<file path="config.mk">
export PLATFORM = sky130hd
export DESIGN_NAME = lgen_window
export DESIGN_NICKNAME = d
export VERILOG_FILES = /design/src/design/life_automaton_generation_assert.svh /design/src/design/lgen_pkg.sv /design/src/design/lgen_window.sv
export SDC_FILE = /design/constraint.sdc
export NUM_CORES = 1
export LEC_CHECK = 0
export BUFFER_PORTS_ARGS = -buffer_cell sky130_fd_sc_hd__buf_2
export CORE_AREA = 2 2 39 41
export CTS_CLUSTER_DIAMETER = 100
export DETAILED_ROUTE_END_ITERATION = 12
export DIE_AREA = 0 0 41 43
export PLACE_DENSITY_LB_ADDON = 0.12
export SETUP_SLACK_MARGIN = 0.05
export SYNTH_ARGS = -nofsm -noshare
export SYNTH_HDL_FRONTEND = slang
export SYNTH_SLANG_ARGS = --single-unit
</file>
<file path="constraint.sdc">
create_clock -name clk -period 7.55 [get_ports clk]
set_clock_uncertainty 0.05 [all_clocks]
set_input_delay 0.3775 -clock clk [delete_from_list [all_inputs] [get_ports clk]]
set_output_delay 0.3775 -clock clk [all_outputs]
set_load 0.02 [all_outputs]
</file>
<file path="src/design/life_automaton_generation_assert.svh">
// Assertion macros shared by the life automaton generation RTL
`ifndef LIFE_AUTOMATON_GENERATION_ASSERT_SVH
`define LIFE_AUTOMATON_GENERATION_ASSERT_SVH

// Same-cycle implication, sampled on clk, off while arst_n is low
`define LGEN_ASSERT_NOW(label, ante, cons, msg) \
	label: assert property (@(posedge clk) disable iff (!arst_n) (ante) |-> (cons)) \
		else $error(msg);

// Next-cycle implication, sampled on clk, off while arst_n is low
`define LGEN_ASSERT_NEXT(label, ante, cons, msg) \
	label: assert property (@(posedge clk) disable iff (!arst_n) (ante) |=> (cons)) \
		else $error(msg);

`endif

</file>
<file path="src/design/lgen_pkg.sv">
// Package: sizes, register codes, window masks and shared types of the life generation block
`timescale 1ns / 1ps

package lgen_pkg;

	// Board limits and derived widths
	localparam int MAX_WIDTH  = 1024;
	localparam int MAX_HEIGHT = 1024;
	localparam int COL_W      = $clog2(MAX_WIDTH);
	localparam int ROW_W      = $clog2(MAX_HEIGHT);
	// input row runs up to height+1 during the flush items
	localparam int IN_ROW_W   = ROW_W + 1;

	// Fixed field widths
	localparam int DIM_W     = 11;
	localparam int POS_W     = 10;
	localparam int CFG_IDX_W = 2;

	// Configuration register indexes
	typedef enum logic [CFG_IDX_W-1:0] {
		REG_BOARD_WIDTH  = 2'd0,
		REG_BOARD_HEIGHT = 2'd1
	} cfg_reg_t;

	// 3x3 window, bit = 3*column + row, column 0 is the oldest (left)
	localparam logic [8:0] WIN_LEFT   = 9'h007;
	localparam logic [8:0] WIN_RIGHT  = 9'h1C0;
	localparam logic [8:0] WIN_TOP    = 9'h049;
	localparam logic [8:0] WIN_BOTTOM = 9'h124;
	localparam logic [8:0] WIN_CENTRE = 9'h010;

	// B3/S23 rule counts
	localparam logic [3:0] BIRTH_COUNT = 4'd3;
	localparam logic [3:0] STAY_COUNT  = 4'd2;

	// Per-item bookkeeping decided when the item is taken
	typedef struct packed {
		logic             emit;
		logic             last;
		logic [ROW_W-1:0] out_row;
		logic [COL_W-1:0] out_col;
		logic [8:0]       mask;
	} lgen_tag_t;

	// Effective board size, minus one
	typedef struct packed {
		logic [COL_W-1:0] w_m1;
		logic [ROW_W-1:0] h_m1;
	} lgen_dims_t;

endpackage

</file>
<file path="src/design/lgen_window.sv">
// 3x3 neighborhood window and the B3/S23 next-state rule
`timescale 1ns / 1ps

module lgen_window import lgen_pkg::*; (
	input  logic       clk,
	input  logic       arst_n,
	input  logic       clear,
	input  logic       advance,
	input  logic       restart,
	input  logic [2:0] column,
	input  logic [8:0] mask,
	output logic       next_alive
);

	logic [8:0] window_q;
	logic [8:0] window_new;
	logic [8:0] live;
	logic [3:0] count;

	// Shift the new column in on the right
	assign window_new = {column, window_q[8:3]};
	assign live       = window_new & mask & ~WIN_CENTRE;

	// Neighbor count and rule
	always_comb begin
		count = '0;
		for (int i = 0; i < 9; i++) begin
			count = count + 4'(live[i]);
		end
		if (window_new[4]) begin
			next_alive = (count == STAY_COUNT) || (count == BIRTH_COUNT);
		end else begin
			next_alive = (count == BIRTH_COUNT);
		end
	end

	// Window register, emptied at the end of a generation and on a size write
	always_ff @(posedge clk or negedge arst_n) begin
		if (!arst_n) begin
			window_q <= '0;
		end else if (clear) begin
			window_q <= '0;
		end else if (advance) begin
			window_q <= restart ? '0 : window_new;
		end
	end

endmodule

</file>
==> qor.yml <==
num_vias: 382
m1WireLength_um: 423
dpl.hpwl_um: 746
p_leak_nw: 0.321
status: "finished, final reports clean"
hp-class: "input pin to flip-flop"
wl_met2_um: 425
syn_area_um2: 489
gp_congestion: 0.664
ios: 18
area_growth_pct: 24.8
layout_common_cells: "buf_2 (16), nand3b_1 (7)"
drc_errors: 0
routedWlPerCell_um: 10.4
post_cts.repair.setup_buffers: 0
core_um2: 1380
h-tree-depth: 1
hp-start: "clear"
arrival_ps: 3680
mostFrequentLayoutCell: "buf_2"
peakVddDrop_mv: 0.0740
yosys.area.top_type: "dfrtp_1"
die_w_um: 41
dr.first_iter.drc_count: 4
yosysUniqueCellTypes: 14
synth_seq_cells: 6
start_util: 0.354
top_register: "window_q"
routed_wl_um: 863
min_to: "window_q[5]"
clock_latency_ps: 240
synthCells: 48
syn-mean-instance-area_um2: 10.2
criticalPathCategory: "flip-flop to output pin"
cpMaxStageDelayCell: "fa_1"
period_minus_slack_ps: 4110
n_antenna_cell: 0
relSlewSlack: 0.857
p_per_area_nw_per_um2: 125
worstSetupEndpointType: "output pin"
fp.dieH_um: 43
power_mw: 0.0763
drtAntennaViolNets: 0
cp_max_fo: 3
ys_seq_area_frac: 0.307
synth_top_area_frac: 0.307
grt_max_degree: 13
timing.final.crit_share: 0.544
cpMostUsedCell: "fa_1"
setup_viol: 0
vias_per_cell: 4.60
worst_pin_slew_ps: 213
reg2reg_depth: 2
drive_above_1_share: 0.299
r2r_slack_ps: 6820
dieArea_um2: 1760
rr_startpoint: "window_q[7]"
crit_path_max_incr_delay_ps: 530
synth_nets: 72
cp-start-kind: "flip-flop"
reg.largest.list: "window_q (6)"
rsz0062_at_grt: "false"
fmax_ghz: 0.243
worstReg2RegEnd: "window_q[4]"
clock_sinks: 6
ys_warn_count: 0
cts_buffers: 3
cts_tree: "done"
required_ps: 7120
cts_buffer_depth: 2
antenna_found_initial: 0
slew_viol_final: 0
top_layer: "met3"
finalNetCount: 93
synthTopCellsByArea: "dfrtp_1 (31%), fa_1 (16%), nand3b_1 (11%)"
fin_tns_setup_ps: 0
hold_depth: 2
grt_use_total: 0.135
grt_pass1_wl_um: 1570
grt_overflow: 0
drtPass1Iterations: 3
maxCapViolations: 0
clk_pin_slew_ps: 40
grt_pass1_vias: 392
path_cells: "and2_1, fa_1, inv_1, fa_1, inv_1, fa_1, ha_1, fa_1, o211a_1, a211oi_2, buf_2"
row_count: 14
largest_register_ffs: 6
hold_viol: 0
port_buffers: 16
wl_met3_um: 14
root_buffer: "clkbuf_4"
-- per-stage QoR --
step	worst slack (ps)	utilization	cell area [µm²]	hold WS [ps]	cells
after floorplan	3770	-	489	31.9	48
after global placement	3600	0.418	578	152	79
after detailed placement	3610	0.418	578	153	79
after CTS	3410	0.441	611	323	83
after global routing	3230	0.441	611	328	83
final	3440	0.441	611	331	83
-- cell families after synthesis --
family / Yosys count / synth area share
and+or+nand+nor: 22 / 0.289
AOI/OAI and AO/OA: 9 / 0.118
adders and majority gates: 7 / 0.240
DFF: 6 / 0.307
buffers and inverters: 4 / 0.0460
-- how the worst max path moves through the flow --
stage,cells past startpoint,to,startpoint,slack [ps]
floorplan,10,next_alive,window_q[3],3770
global placement,12,next_alive,mask[0],3600
detailed placement,12,next_alive,mask[0],3610
CTS,11,next_alive,window_q[3],3410
global route,11,next_alive,window_q[3],3230
finish,11,next_alive,window_q[3],3440
-- cell usage after synthesis, drive strengths merged --
master / instances
ha: 3
o211a: 1
or2: 1
buf: 1
dfrtp: 6
nand3b: 7
nand2b: 6
a211oi: 1
inv: 3
nand2: 2
o21ai: 1
a21oi: 6
fa: 4
and2: 6
-- repair_timing --
item,in CTS,in global routing
resized for setup,0,0
hold buffers,1,0
endpoints found under the hold margin,6,0
-- power by group --
group          leakage [nW]  internal (mW)  switching [mW]
clock network        0.0138         0.0179         0.00972
logic                 0.225        0.00758         0.00755
registers            0.0827         0.0331        0.000540
-- per-layer routing --
metal | up-vias | GRT usage
met5 | - | 0
met4 | 0 | 0.100
met3 | 0 | 0.0314
met2 | 5 | 0.181
met1 | 177 | 0.181
li1 | 200 | -
-- critical path, delay by kind of cell (launching register included) --
kind,cells,cell delay (ps)
adder cells (fa/ha/maj),5,2170
buffers and inverters,3,300
AND/OR/NAND/NOR,1,170
AO/OA/AOI/OAI,2,430
flip-flops,1,370
-- final cells by class --
cell class	count	area (µm²)
multi-input cells	38	317
inverters	3	11.3
clock buffers	3	22.5
repair buffers	17	90.1
well taps	16	20.0
fillers	151	773
flip-flops and latches	6	150
Power figures use the tool's default switching activity.
