File: src/design/life_automaton_generation_assert.svh
// Assertion macros shared by the life automaton generation RTL
`ifndef LIFE_AUTOMATON_GENERATION_ASSERT_SVH
`define LIFE_AUTOMATON_GENERATION_ASSERT_SVH

// Same-cycle implication, sampled on clk, off while arst_n is low
`define LGEN_ASSERT_NOW(label, ante, cons, msg) \
	label: assert property (@(posedge clk) disable iff (!arst_n) (ante) |-> (cons)) \
		else $error(msg);

// Next-cycle implication, sampled on clk, off while arst_n is low
`define LGEN_ASSERT_NEXT(label, ante, cons, msg) \
	label: assert property (@(posedge clk) disable iff (!arst_n) (ante) |=> (cons)) \
		else $error(msg);

`endif

File: src/design/lgen_pkg.sv
// Package: sizes, register codes, window masks and shared types of the life generation block
`timescale 1ns / 1ps

package lgen_pkg;

	// Board limits and derived widths
	localparam int MAX_WIDTH  = 1024;
	localparam int MAX_HEIGHT = 1024;
	localparam int COL_W      = $clog2(MAX_WIDTH);
	localparam int ROW_W      = $clog2(MAX_HEIGHT);
	// input row runs up to height+1 during the flush items
	localparam int IN_ROW_W   = ROW_W + 1;

	// Fixed field widths
	localparam int DIM_W     = 11;
	localparam int POS_W     = 10;
	localparam int CFG_IDX_W = 2;

	// Configuration register indexes
	typedef enum logic [CFG_IDX_W-1:0] {
		REG_BOARD_WIDTH  = 2'd0,
		REG_BOARD_HEIGHT = 2'd1
	} cfg_reg_t;

	// 3x3 window, bit = 3*column + row, column 0 is the oldest (left)
	localparam logic [8:0] WIN_LEFT   = 9'h007;
	localparam logic [8:0] WIN_RIGHT  = 9'h1C0;
	localparam logic [8:0] WIN_TOP    = 9'h049;
	localparam logic [8:0] WIN_BOTTOM = 9'h124;
	localparam logic [8:0] WIN_CENTRE = 9'h010;

	// B3/S23 rule counts
	localparam logic [3:0] BIRTH_COUNT = 4'd3;
	localparam logic [3:0] STAY_COUNT  = 4'd2;

	// Per-item bookkeeping decided when the item is taken
	typedef struct packed {
		logic             emit;
		logic             last;
		logic [ROW_W-1:0] out_row;
		logic [COL_W-1:0] out_col;
		logic [8:0]       mask;
	} lgen_tag_t;

	// Effective board size, minus one
	typedef struct packed {
		logic [COL_W-1:0] w_m1;
		logic [ROW_W-1:0] h_m1;
	} lgen_dims_t;

endpackage

File: src/design/lgen_linebuf.sv
// Two stacked line buffers in one memory: bit 1 one row up, bit 0 two rows up
`timescale 1ns / 1ps

module lgen_linebuf import lgen_pkg::*; (
	input  logic             clk,
	input  logic             rd_en,
	input  logic [COL_W-1:0] rd_addr,
	output logic [1:0]       rd_data,
	input  logic             wr_en,
	input  logic [COL_W-1:0] wr_addr,
	input  logic [1:0]       wr_data
);

	logic [1:0] mem_q [MAX_WIDTH];
	logic [1:0] rd_data_q;

	// Write port
	always_ff @(posedge clk) begin
		if (wr_en) begin
			mem_q[wr_addr] <= wr_data;
		end
	end

	// Registered read, forwarding a write to the same column (one-column boards)
	always_ff @(posedge clk) begin
		if (rd_en) begin
			if (wr_en && (wr_addr == rd_addr)) begin
				rd_data_q <= wr_data;
			end else begin
				rd_data_q <= mem_q[rd_addr];
			end
		end
	end

	assign rd_data = rd_data_q;

endmodule

File: config.mk
export PLATFORM = sky130hd
export DESIGN_NAME = lgen_linebuf
export DESIGN_NICKNAME = d
export VERILOG_FILES = /design/src/design/life_automaton_generation_assert.svh /design/src/design/lgen_pkg.sv /design/src/design/lgen_linebuf.sv
export SDC_FILE = /design/constraint.sdc
export NUM_CORES = 2
export LEC_CHECK = 0
export BUFFER_PORTS_ARGS = -buffer_cell sky130_fd_sc_hd__buf_2
export CAP_MARGIN = 20
export CORE_MARGIN = 2
export CORE_UTILIZATION = 55
export CTS_CLUSTER_SIZE = 8
export DETAILED_ROUTE_END_ITERATION = 6
export GPL_ROUTABILITY_DRIVEN = 0
export GPL_TIMING_DRIVEN = 1
export MAX_ROUTING_LAYER = met4
export PLACE_DENSITY = 0.73
export SLEW_MARGIN = 15
export SYNTH_ARGS = -nofsm -noshare
export SYNTH_HDL_FRONTEND = slang
export SYNTH_SLANG_ARGS = --single-unit
File: constraint.sdc
create_clock -name clk -period 2.8 [get_ports clk]
set_clock_uncertainty 0.05 [all_clocks]
set_input_delay 0.28 -clock clk [delete_from_list [all_inputs] [get_ports clk]]
set_output_delay 0.28 -clock clk [all_outputs]
set_load 0.01 [all_outputs]
==> metrics.json <==
{
  "core.rowCount": 143,
  "setup_repair_after_global_routing_missed_its_margin": "yes",
  "synth.avg_cell_area_sq_um": 17.5,
  "layout.core_utilization_pct": 64.4,
  "critical_path.startpoint_type": "flip-flop",
  "synth_enable_flop_cells": 2050,
  "irDropWorstVdd_uv": 694,
  "filler_cell_count": 9924,
  "grt_first_pass_wirelength_um": 349000,
  "min_path_type": "primary input to flip-flop",
  "multi_input_area_sq_mm": 0.0205,
  "synthToLayoutAreaGrowth_pct": 16.3,
  "grt_pass1_vias": 49718,
  "worst_path_most_repeated_cell": "mux4_2",
  "worst-setup-path-type": "flip-flop to flip-flop",
  "slew_viol_final": 0,
  "ys_seq_elements": 2050,
  "p_clk_share_pct": 45.6,
  "tightest_pin_transition_ns": 0.981,
  "synthesis.instances": 4816,
  "finalSetupTns_ns": -0.0998,
  "i_o_pin_count": 27,
  "p_sw_mw": 14.6,
  "chipWidth_um": 395,
  "drtIter0Drc": 8480,
  "timing.max_cap.violations": 0,
  "drt_drc_violations_left": 2,
  "leading_cell_types_in_the_layout_fill_and_taps_excluded": "edfxtp_1, nor2_1, mux4_2",
  "post_drt_via_cell_ratio": 6.79,
  "drt_pre_antenna_iters": 7,
  "worst_path_dominant_cell_family": "multiplexers",
  "sequential_cell_area_sq_mm": 0.0616,
  "worstPathRequired_ns": 3.38,
  "pwr_density_cell_mw_per_mm2": 711,
  "syn_area_sq_mm": 0.0841,
  "crit_path_cell_trace": "mux4_2 -> mux4_2 -> and2_4 -> nor4b_4 -> o22ai_2 -> nor4_4 -> a22oi_2",
  "final.setup.worst_slack_ns": -0.0633,
  "postSynth.asyncResetShare_pct": 0,
  "endpoint_kind": "flip-flop",
  "endpoint": "rd_data[0]",
  "synth_cell_types": 69,
  "clock_sinks": 2050,
  "cts_root_buffer": "clkbuf_16",
  "fmax_mhz": 349,
  "r2r_setup_slack_ns": -0.06,
  "timing.max_slew.rel_slack_pct": 34.5,
  "core_region_area_sq_mm": 0.152,
  "worst-r2r-cell-count": 7,
  "insertion_delay_ns": 0.93,
  "synthesis.yosys.warnings": 0,
  "cts_made_buffers": 306,
  "run_status": "complete, but fails checks",
  "critical_path.max_fanout": 2,
  "cts_tree": "yes",
  "worstReg2RegEnd": "rd_data[0]",
  "power.share.combinational_pct": 5.7,
  "synth_sequential_area_ratio_pct": 73.2,
  "cts.htree.levels": 5,
  "global_route.overflow_total": 0,
  "die_h_um": 395,
  "crit_start": "mem_q[545][0]",
  "deepest_clock_path_buffer_count": 4,
  "setup-violations-final": 2,
  "fp.dieArea_sq_mm": 0.156,
  "power.leakage_nw": 30.9,
  "grtUsageTotal_pct": 32.3,
  "layout-drive-gt1-share_pct": 25.7,
  "start_util_pct": 55.4,
  "design.final.nets": 5267,
  "post_route_fraction_of_the_period_consumed_by_the_critical_path_pct": 102,
  "r2r-start": "mem_q[545][0]",
  "overall_routed_net_length_um": 243000,
  "port_buffers": 26,
  "layout.cells.most_common": "edfxtp_1",
  "worstPathArrival_ns": 3.45,
  "switch_share_pct": 21.0,
  "cts.reportedPaths.clkPinSlew_ns": 0.05,
  "critical_path_buf_inv_count": 0,
  "detailed_place_hpwl_um": 145000,
  "critical_path_cell_count": 7,
  "antenna_found_initial": 9,
  "critical_path.slowest_cell": "mux4_2",
  "finalHoldViolations": 0,
  "synth.net_count": 4841,
  "wire_per_inst_um": 33.4,
  "grt_max_degree": 169,
  "synthFlopType": "edfxtp_1",
  "critical_path.max_stage_delay_ns": 0.53,
  "via_count": 49549,
  "number_of_nets_still_failing_antenna_checks_after_routing": 0,
  "failed_checks": "DRC, setup timing",
  "internal_power_mw": 55.0,
  "seq_power_share_pct": 48.7,
  "final_period_minus_worst_setup_slack_ns": 2.86
}
[stage by stage]
| step | cells | total power, mW | setup WS (ns) | hold WS [ns] | instance area (sq um) |
|---|---|---|---|---|---|
| after floorplan | 4816 | 36.3 | 0.00277 | 0.329 | 84200 |
| after global placement | 6956 | 38.2 | -0.976 | 0.625 | 89600 |
| after detailed placement | 6956 | 38.2 | -0.937 | 0.626 | 89600 |
| after CTS | 7285 | 69.6 | -0.0341 | 0.0588 | 97800 |
| after global routing | 7294 | 70.9 | -0.104 | 0.118 | 97800 |
| final | 7297 | 69.6 | -0.0633 | 0.0989 | 97800 |
[what timing repair did]
item,CTS,global route
setup buffers,0,0
hold endpoints to repair,255,0
resized for setup,16,5
pin swaps,5,0
endpoints found under the setup margin,2,2
gates cloned,0,0
hold buffers,8,0
[synthesized netlist by cell type, types with 17 or more instances]
cell	count	share of area [%]
buf_8	19	0.34
a21oi_1	72	0.43
buf_1	45	0.20
nand2_1	117	0.52
nor3_1	40	0.24
clkbuf_1	240	1.1
nor2_1	1041	4.6
o22ai_1	45	0.33
a22oi_1	77	0.69
buf_6	22	0.29
buf_12	17	0.40
mux4_2	444	12
nand3_1	47	0.28
buf_2	49	0.29
edfxtp_1	2050	73
o221ai_1	60	0.62
mux2i_1	176	2.1
[metal layers]
metal	share of wire, %	track usage, %	vias to the layer above
li1	-	-	19682
met1	35	43.1	25169
met2	46	47.5	3961
met3	14	8.05	737
met4	5.0	14.5	0
met5	0	-	-
[layout make-up]
type / instances / share of cell area, %
Antenna cell: 12 / 0.0307
Clock buffer: 316 / 8.04
Clock inverter: 5 / 0.0742
Inverter: 9 / 0.0384
Multi-Input combinational cell: 2352 / 21.0
Sequential cell: 2050 / 62.9
Tap cell: 2030 / 2.60
Timing Repair Buffer: 523 / 5.27
[power by group through the flow]
stage | Sequential (mW) | Clock (mW) | Combinational [mW]
after floorplan | 34.4 | 0 | 1.87
after global placement | 34.4 | 0 | 3.77
after detailed placement | 34.4 | 0 | 3.80
after CTS | 33.9 | 31.8 | 3.87
after global routing | 33.8 | 33.0 | 4.07
final | 33.9 | 31.7 | 3.96
[logic make-up after synthesis]
kind of cell | Yosys count | synth area share, %
AO/OA/AOI/OAI | 362 | 3.08
buffers and inverters | 414 | 2.76
AND/OR/NAND/NOR | 1336 | 6.44
multiplexers | 644 | 14.4
flip-flops | 2050 | 73.2
XOR/XNOR | 10 | 0.104
[state kept, by name, summed over array words and instances (netlist names)]
signal / cells
mem_q: 2048
rd_data: 2
[how the worst min path moves through the flow]
stage          startpoint            end  slack [ns]  cells past startpoint
4_1_cts        wr_addr[3]  mem_q[780][1]        0.06                      4
6_report       wr_addr[3]  mem_q[780][1]         0.1                      4
3_5_place_dp        rd_en     rd_data[1]        0.63                      1
5_1_grt        wr_addr[3]  mem_q[781][0]        0.12                      4
3_3_place_gp        rd_en     rd_data[1]        0.63                      1
2_1_floorplan  wr_data[0]    mem_q[0][0]        0.33                      0
[tightest hold or removal path: stages]
cell	delay [ns]
buf_2	0.21
nand2_1	0.13
or2_2	0.17
nor2_1	0.08
(Power assumes the default switching activity.)
