[src/design/life_automaton_generation_assert.svh]
// Assertion macros shared by the life automaton generation RTL
`ifndef LIFE_AUTOMATON_GENERATION_ASSERT_SVH
`define LIFE_AUTOMATON_GENERATION_ASSERT_SVH

// Same-cycle implication, sampled on clk, off while arst_n is low
`define LGEN_ASSERT_NOW(label, ante, cons, msg) \
	label: assert property (@(posedge clk) disable iff (!arst_n) (ante) |-> (cons)) \
		else $error(msg);

// Next-cycle implication, sampled on clk, off while arst_n is low
`define LGEN_ASSERT_NEXT(label, ante, cons, msg) \
	label: assert property (@(posedge clk) disable iff (!arst_n) (ante) |=> (cons)) \
		else $error(msg);

`endif

[src/design/lgen_pkg.sv]
// Package: sizes, register codes, window masks and shared types of the life generation block
`timescale 1ns / 1ps

package lgen_pkg;

	// Board limits and derived widths
	localparam int MAX_WIDTH  = 1024;
	localparam int MAX_HEIGHT = 1024;
	localparam int COL_W      = $clog2(MAX_WIDTH);
	localparam int ROW_W      = $clog2(MAX_HEIGHT);
	// input row runs up to height+1 during the flush items
	localparam int IN_ROW_W   = ROW_W + 1;

	// Fixed field widths
	localparam int DIM_W     = 11;
	localparam int POS_W     = 10;
	localparam int CFG_IDX_W = 2;

	// Configuration register indexes
	typedef enum logic [CFG_IDX_W-1:0] {
		REG_BOARD_WIDTH  = 2'd0,
		REG_BOARD_HEIGHT = 2'd1
	} cfg_reg_t;

	// 3x3 window, bit = 3*column + row, column 0 is the oldest (left)
	localparam logic [8:0] WIN_LEFT   = 9'h007;
	localparam logic [8:0] WIN_RIGHT  = 9'h1C0;
	localparam logic [8:0] WIN_TOP    = 9'h049;
	localparam logic [8:0] WIN_BOTTOM = 9'h124;
	localparam logic [8:0] WIN_CENTRE = 9'h010;

	// B3/S23 rule counts
	localparam logic [3:0] BIRTH_COUNT = 4'd3;
	localparam logic [3:0] STAY_COUNT  = 4'd2;

	// Per-item bookkeeping decided when the item is taken
	typedef struct packed {
		logic             emit;
		logic             last;
		logic [ROW_W-1:0] out_row;
		logic [COL_W-1:0] out_col;
		logic [8:0]       mask;
	} lgen_tag_t;

	// Effective board size, minus one
	typedef struct packed {
		logic [COL_W-1:0] w_m1;
		logic [ROW_W-1:0] h_m1;
	} lgen_dims_t;

endpackage

[src/design/lgen_scan.sv]
// Raster position tracking, board size registers and per-item edge masks
`timescale 1ns / 1ps

module lgen_scan import lgen_pkg::*; (
	input  logic                 clk,
	input  logic                 arst_n,
	input  logic                 cfg_wr,
	input  logic [CFG_IDX_W-1:0] cfg_index,
	input  logic [DIM_W-1:0]     cfg_data,
	input  logic                 accept,
	output lgen_tag_t            tag,
	output lgen_dims_t           dims,
	output logic [COL_W-1:0]     rd_addr
);

	logic [DIM_W-1:0]    width_q, height_q;
	logic [COL_W-1:0]    in_col_q, out_col_q;
	logic [IN_ROW_W-1:0] in_row_q;
	logic [ROW_W-1:0]    out_row_q;
	logic                col_end, row_end;
	logic                wr_width, wr_height;

	// Clamp the size registers to 1..MAX
	always_comb begin
		if (width_q == '0) begin
			dims.w_m1 = '0;
		end else if (32'(width_q) > MAX_WIDTH) begin
			dims.w_m1 = COL_W'(MAX_WIDTH - 1);
		end else begin
			dims.w_m1 = COL_W'(width_q - 1'b1);
		end
		if (height_q == '0) begin
			dims.h_m1 = '0;
		end else if (32'(height_q) > MAX_HEIGHT) begin
			dims.h_m1 = ROW_W'(MAX_HEIGHT - 1);
		end else begin
			dims.h_m1 = ROW_W'(height_q - 1'b1);
		end
	end

	// Result tag for the item at the input: emitted once width+1 items are in
	always_comb begin
		col_end     = (out_col_q == dims.w_m1);
		row_end     = (out_row_q == dims.h_m1);
		tag.emit    = (in_row_q >= IN_ROW_W'(2)) ||
			((in_row_q == IN_ROW_W'(1)) && (in_col_q != '0));
		tag.last    = tag.emit && col_end && row_end;
		tag.out_row = out_row_q;
		tag.out_col = out_col_q;
		tag.mask    = 9'h1FF;
		if (out_col_q == '0) tag.mask = tag.mask & ~WIN_LEFT;
		if (col_end)         tag.mask = tag.mask & ~WIN_RIGHT;
		if (out_row_q == '0) tag.mask = tag.mask & ~WIN_TOP;
		if (row_end)         tag.mask = tag.mask & ~WIN_BOTTOM;
	end

	assign rd_addr   = in_col_q;
	assign wr_width  = cfg_wr && (cfg_index == REG_BOARD_WIDTH);
	assign wr_height = cfg_wr && (cfg_index == REG_BOARD_HEIGHT);

	// Size registers and position counters; a size write or the last result restarts
	always_ff @(posedge clk or negedge arst_n) begin
		if (!arst_n) begin
			width_q   <= DIM_W'(64);
			height_q  <= DIM_W'(64);
			in_col_q  <= '0;
			in_row_q  <= '0;
			out_col_q <= '0;
			out_row_q <= '0;
		end else if (wr_width || wr_height) begin
			if (wr_width)  width_q  <= cfg_data;
			if (wr_height) height_q <= cfg_data;
			in_col_q  <= '0;
			in_row_q  <= '0;
			out_col_q <= '0;
			out_row_q <= '0;
		end else if (accept) begin
			if (tag.last) begin
				in_col_q  <= '0;
				in_row_q  <= '0;
				out_col_q <= '0;
				out_row_q <= '0;
			end else begin
				if (in_col_q == dims.w_m1) begin
					in_col_q <= '0;
					in_row_q <= in_row_q + 1'b1;
				end else begin
					in_col_q <= in_col_q + 1'b1;
				end
				if (tag.emit) begin
					if (col_end) begin
						out_col_q <= '0;
						out_row_q <= out_row_q + 1'b1;
					end else begin
						out_col_q <= out_col_q + 1'b1;
					end
				end
			end
		end
	end

endmodule

[config.mk]
export PLATFORM = sky130hd
export DESIGN_NAME = lgen_scan
export DESIGN_NICKNAME = d
export VERILOG_FILES = /design/src/design/life_automaton_generation_assert.svh /design/src/design/lgen_pkg.sv /design/src/design/lgen_scan.sv
export SDC_FILE = /design/constraint.sdc
export NUM_CORES = 1
export LEC_CHECK = 0
export BUFFER_PORTS_ARGS = -buffer_cell sky130_fd_sc_hd__buf_2
export CAP_MARGIN = 20
export CORE_ASPECT_RATIO = 2
export CORE_MARGIN = 4
export CORE_UTILIZATION = 58
export DETAILED_ROUTE_END_ITERATION = 8
export GPL_ROUTABILITY_DRIVEN = 0
export GPL_TIMING_DRIVEN = 0
export PLACE_DENSITY = 0.81
export SLEW_MARGIN = 20
export SYNTH_ARGS = -nofsm -noshare
export SYNTH_HDL_FRONTEND = slang
export SYNTH_SLANG_ARGS = --single-unit
[constraint.sdc]
create_clock -name clk -period 3.75 [get_ports clk]
set_input_delay 0.75 -clock clk [delete_from_list [all_inputs] [get_ports clk]]
set_output_delay 0.75 -clock clk [all_outputs]
set_load 0.02 [all_outputs]
==> impl_metrics.csv <==
group,metric,value,unit
power,p_sw_share,39.32,%
clock_network,clk_pin_slew,0.05,ns
run_status,violations,"negative setup slack",
clock_network,cts_sinks,63,
sta,slew_headroom,54.84,%
synth,postSynthAreaPerCell,8.373,um2
setup_path,critical_path_arrival,3.10,ns
sta,tightest_slew,0.6724,ns
setup_path,critPathCaptureType,"output pin",
die,die_h,139.3,um
synth,ys_types,84,
power,p_per_area,477.4,nW/um2
synth,syn-instance-count,597,
power,p_comb_share,41.8,%
synth,synth-async-reset-ratio,100.0,%
die,core,8351,um2
die,start_util,59.86,%
final_layout,antenna_cells,0,
final_layout,fin_nets,744,
sta,grt_setup_unrepaired,"yes",
detailed_routing,remaining_drc_errors,0,
clock_network,cts_buffer_depth,2,
hold_path,hp-class,"in -> async",
clock_network,insertion_delay,0.33,ns
power,p_seq_share,28.4,%
detailed_routing,wl_per_cell,22.15,um
final_layout,layoutNonFillerInstCount,819,
detailed_routing,vias,5609,
die,num_rows,47,
setup_path,crit_type,"reg -> out",
synth,netlist.area_leader.share,30.54,%
global_routing,grtUsageTotal,34.19,%
final_layout,layout_commonest_cell,"buf_2",
global_routing,overflow,0,
setup_path,crit_required,3.00,ns
power,p_leak,2.784,nW
power,clkPwrFrac,29.8,%
synth,synth_edf_count,0,
sta,layout_setup_ws,-0.1042,ns
detailed_routing,vias_per_cell,6.849,
synth,yosysWarnings,0,
place,io_buffers,76,
global_routing,grt_pass1_vias,5514,
final_layout,postLayoutCellArea,6505,um2
run_status,status,"complete, but fails checks",
final_layout,mostFrequentLayoutCells,"buf_2 (77), nor2_1 (58), dfrtp_1 (56), nand2_1 (38), buf_4 (38)",
die,die_area,10260,um2
sta,hold_viol_final,0,
place,placed_cells,772,
power,power,3.106,mW
setup_path,path_cells,"or4_4 > buf_8 > o211ai_1 > o221a_2 > o2111ai_4 > a211oi_4 > and3_4 > inv_4 > nor2_4 > buf_6",
die,io_pins,78,
place,dp_hpwl,12.02,mm
flow_run,drv_cap,0,
power,cellInternalPower,1.884,mW
setup_path,worst-path-max-fanout,6,
synth,synth_top_area_cell,"dfrtp_1",
place,placed_area,5530,um2
clock_network,cts_buffers,9,
sta,skew,0.007974,ns
synth,syn_area,4999,um2
detailed_routing,drtPass1Iterations,7,
global_routing,grt_max_degree,35,
die,die_x,73.65,um
clock_network,htreeDepth,3,
final_layout,syn_to_final_growth,30.14,%
sta,min_period,3.854,ns
detailed_routing,postRouteAntennaNets,0,
place,dp_slack,-0.6121,ns
sta,whs,0.3471,ns
setup_path,critPathBufInv,3,
sta,slew_violations,0,
final_layout,drive_above_1_share,33.98,%
clock_network,cts_root_buf,"clkbuf_16",
sta,tns,-0.3709,ns
sta,setup-violations-final,5,
setup_path,cp_slowest_stage_delay,0.55,ns
setup_path,critPathTopFamily,"compound AO/OA/AOI/OAI gates",
clock_network,cts_tree,"built",
final_layout,fin_util,77.90,%
setup_path,cp_slowest_cell,"or4_4",
sta,max_freq,259.5,MHz
synth,syn_nets,625,
synth,synth_ff_type,"dfrtp_1",
global_routing,antenna_found_initial,0,
synth,seq_area_frac_synth,31.59,%
power,p_sw,1.221,mW
detailed_routing,routed_wl,18.14,mm
synth,synth-seq-cells,63,
setup_path,worstSetupStartpointType,"register",
synth,synth_area_leaders,"dfrtp_1 (31%), mux2_2 (4.5%), nor2_1 (4.5%)",
detailed_routing,drt_iter0_drc,549,
power,ir_drop,0.3330,mV
sta,fin_crit_sh,102.8,%
global_routing,grt_pass1_wl,27.46,mm
final_layout,fillers,567,
kinds of logic (layout without fill, tap and decap cells):
| logic type | after synthesis | after routing | synth area share (%) |
|---|---|---|---|
| AND/OR/NAND/NOR | 251 | 251 | 28.01 |
| AO/OA/AOI/OAI | 145 | 145 | 20.78 |
| buffers and inverters | 73 | 197 | 6.508 |
| flip-flops | 63 | 63 | 31.59 |
| XOR/XNOR | 33 | 33 | 5.782 |
| multiplexers | 20 | 20 | 4.506 |
| adder cells (fa/ha/maj) | 11 | 11 | 2.753 |
| other | 1 | 1 | 0.07502 |
worst reg2reg max path: stages (launching register included):
cell	delay, ns
dfrtp_1	0.51
or3_4	0.44
buf_6	0.15
buf_6	0.16
o41ai_2	0.39
nand3_1	0.21
xnor2_1	0.21
nand3_1	0.14
nor4_4	0.65
and2_4	0.28
or2_4	0.12
buf_6	0.13
o211ai_2	0.08
power groups by stage:
stage	registers, mW	clock network (mW)	logic [mW]
floorplan	0.852	0	0.726
global placement	0.856	0	1.01
detailed placement	0.860	0	1.04
CTS	0.861	0.928	1.17
global route	0.890	0.954	1.38
finish	0.882	0.925	1.30
final timing paths:
path | from | endpoint | slack, ns | depth (start not counted)
max | width_q[7] | tag[29] | -0.10 | 10
min | arst_n | rd_addr[4] | 0.35 | 1
max reg2reg | width_q[2] | in_row_q[6] | 0.15 | 12
min reg2reg | in_row_q[7] | in_row_q[7] | 0.57 | 2
max in group asynchronous | arst_n | out_col_q[2] | 2.87 | 2
min in group clk | in_row_q[7] | in_row_q[7] | 0.57 | 2
per-layer routing:
metal	GRT usage, %	part of all wire [%]	up-vias
met2	61.94	53	385
li1	-	-	2452
met3	5.921	7.3	113
met5	0	0	-
met1	34.92	32	2659
met4	19.68	7.1	0
registers in the layout (all words and copies together) (netlist names):
signal and count:
in_row_q 11, width_q 11, rd_addr 10, out_col_q 10
out_row_q 10, height_q 11
final cells by class:
type,instances,area [um2],area share (%)
Buffer,36,224.0,3.443
Clock buffer,11,252.7,3.885
Clock inverter,5,80.08,1.231
Inverter,32,131.4,2.020
Multi-Input combinational cell,461,3396,52.20
Sequential cell,63,1585,24.37
Tap cell,98,122.6,1.885
Timing Repair Buffer,113,713.2,10.96
repair_timing:
action | in CTS | in global routing
hold endpoints to repair | 0 | 0
setup buffers | 26 | 9
cloned | 0 | 1
setup endpoints to repair | 48 | 21
gates resized for setup | 50 | 43
pin swaps | 16 | 16
hold buffers | 0 | 0
synth_stat cells, types with 11 or more instances:
cell type  instances
dfrtp_1           61
clkbuf_1          24
nand4_1           18
ha_1              11
or3_1             15
inv_1             31
nor3_1            14
xnor2_1           12
nor2_1            60
mux2_2            20
o21ai_0           31
a21oi_1           25
nand3_1           21
xor2_1            21
nand2_1           39
nor4_1            15
Note: power is estimated with default switching activity, not from simulation.
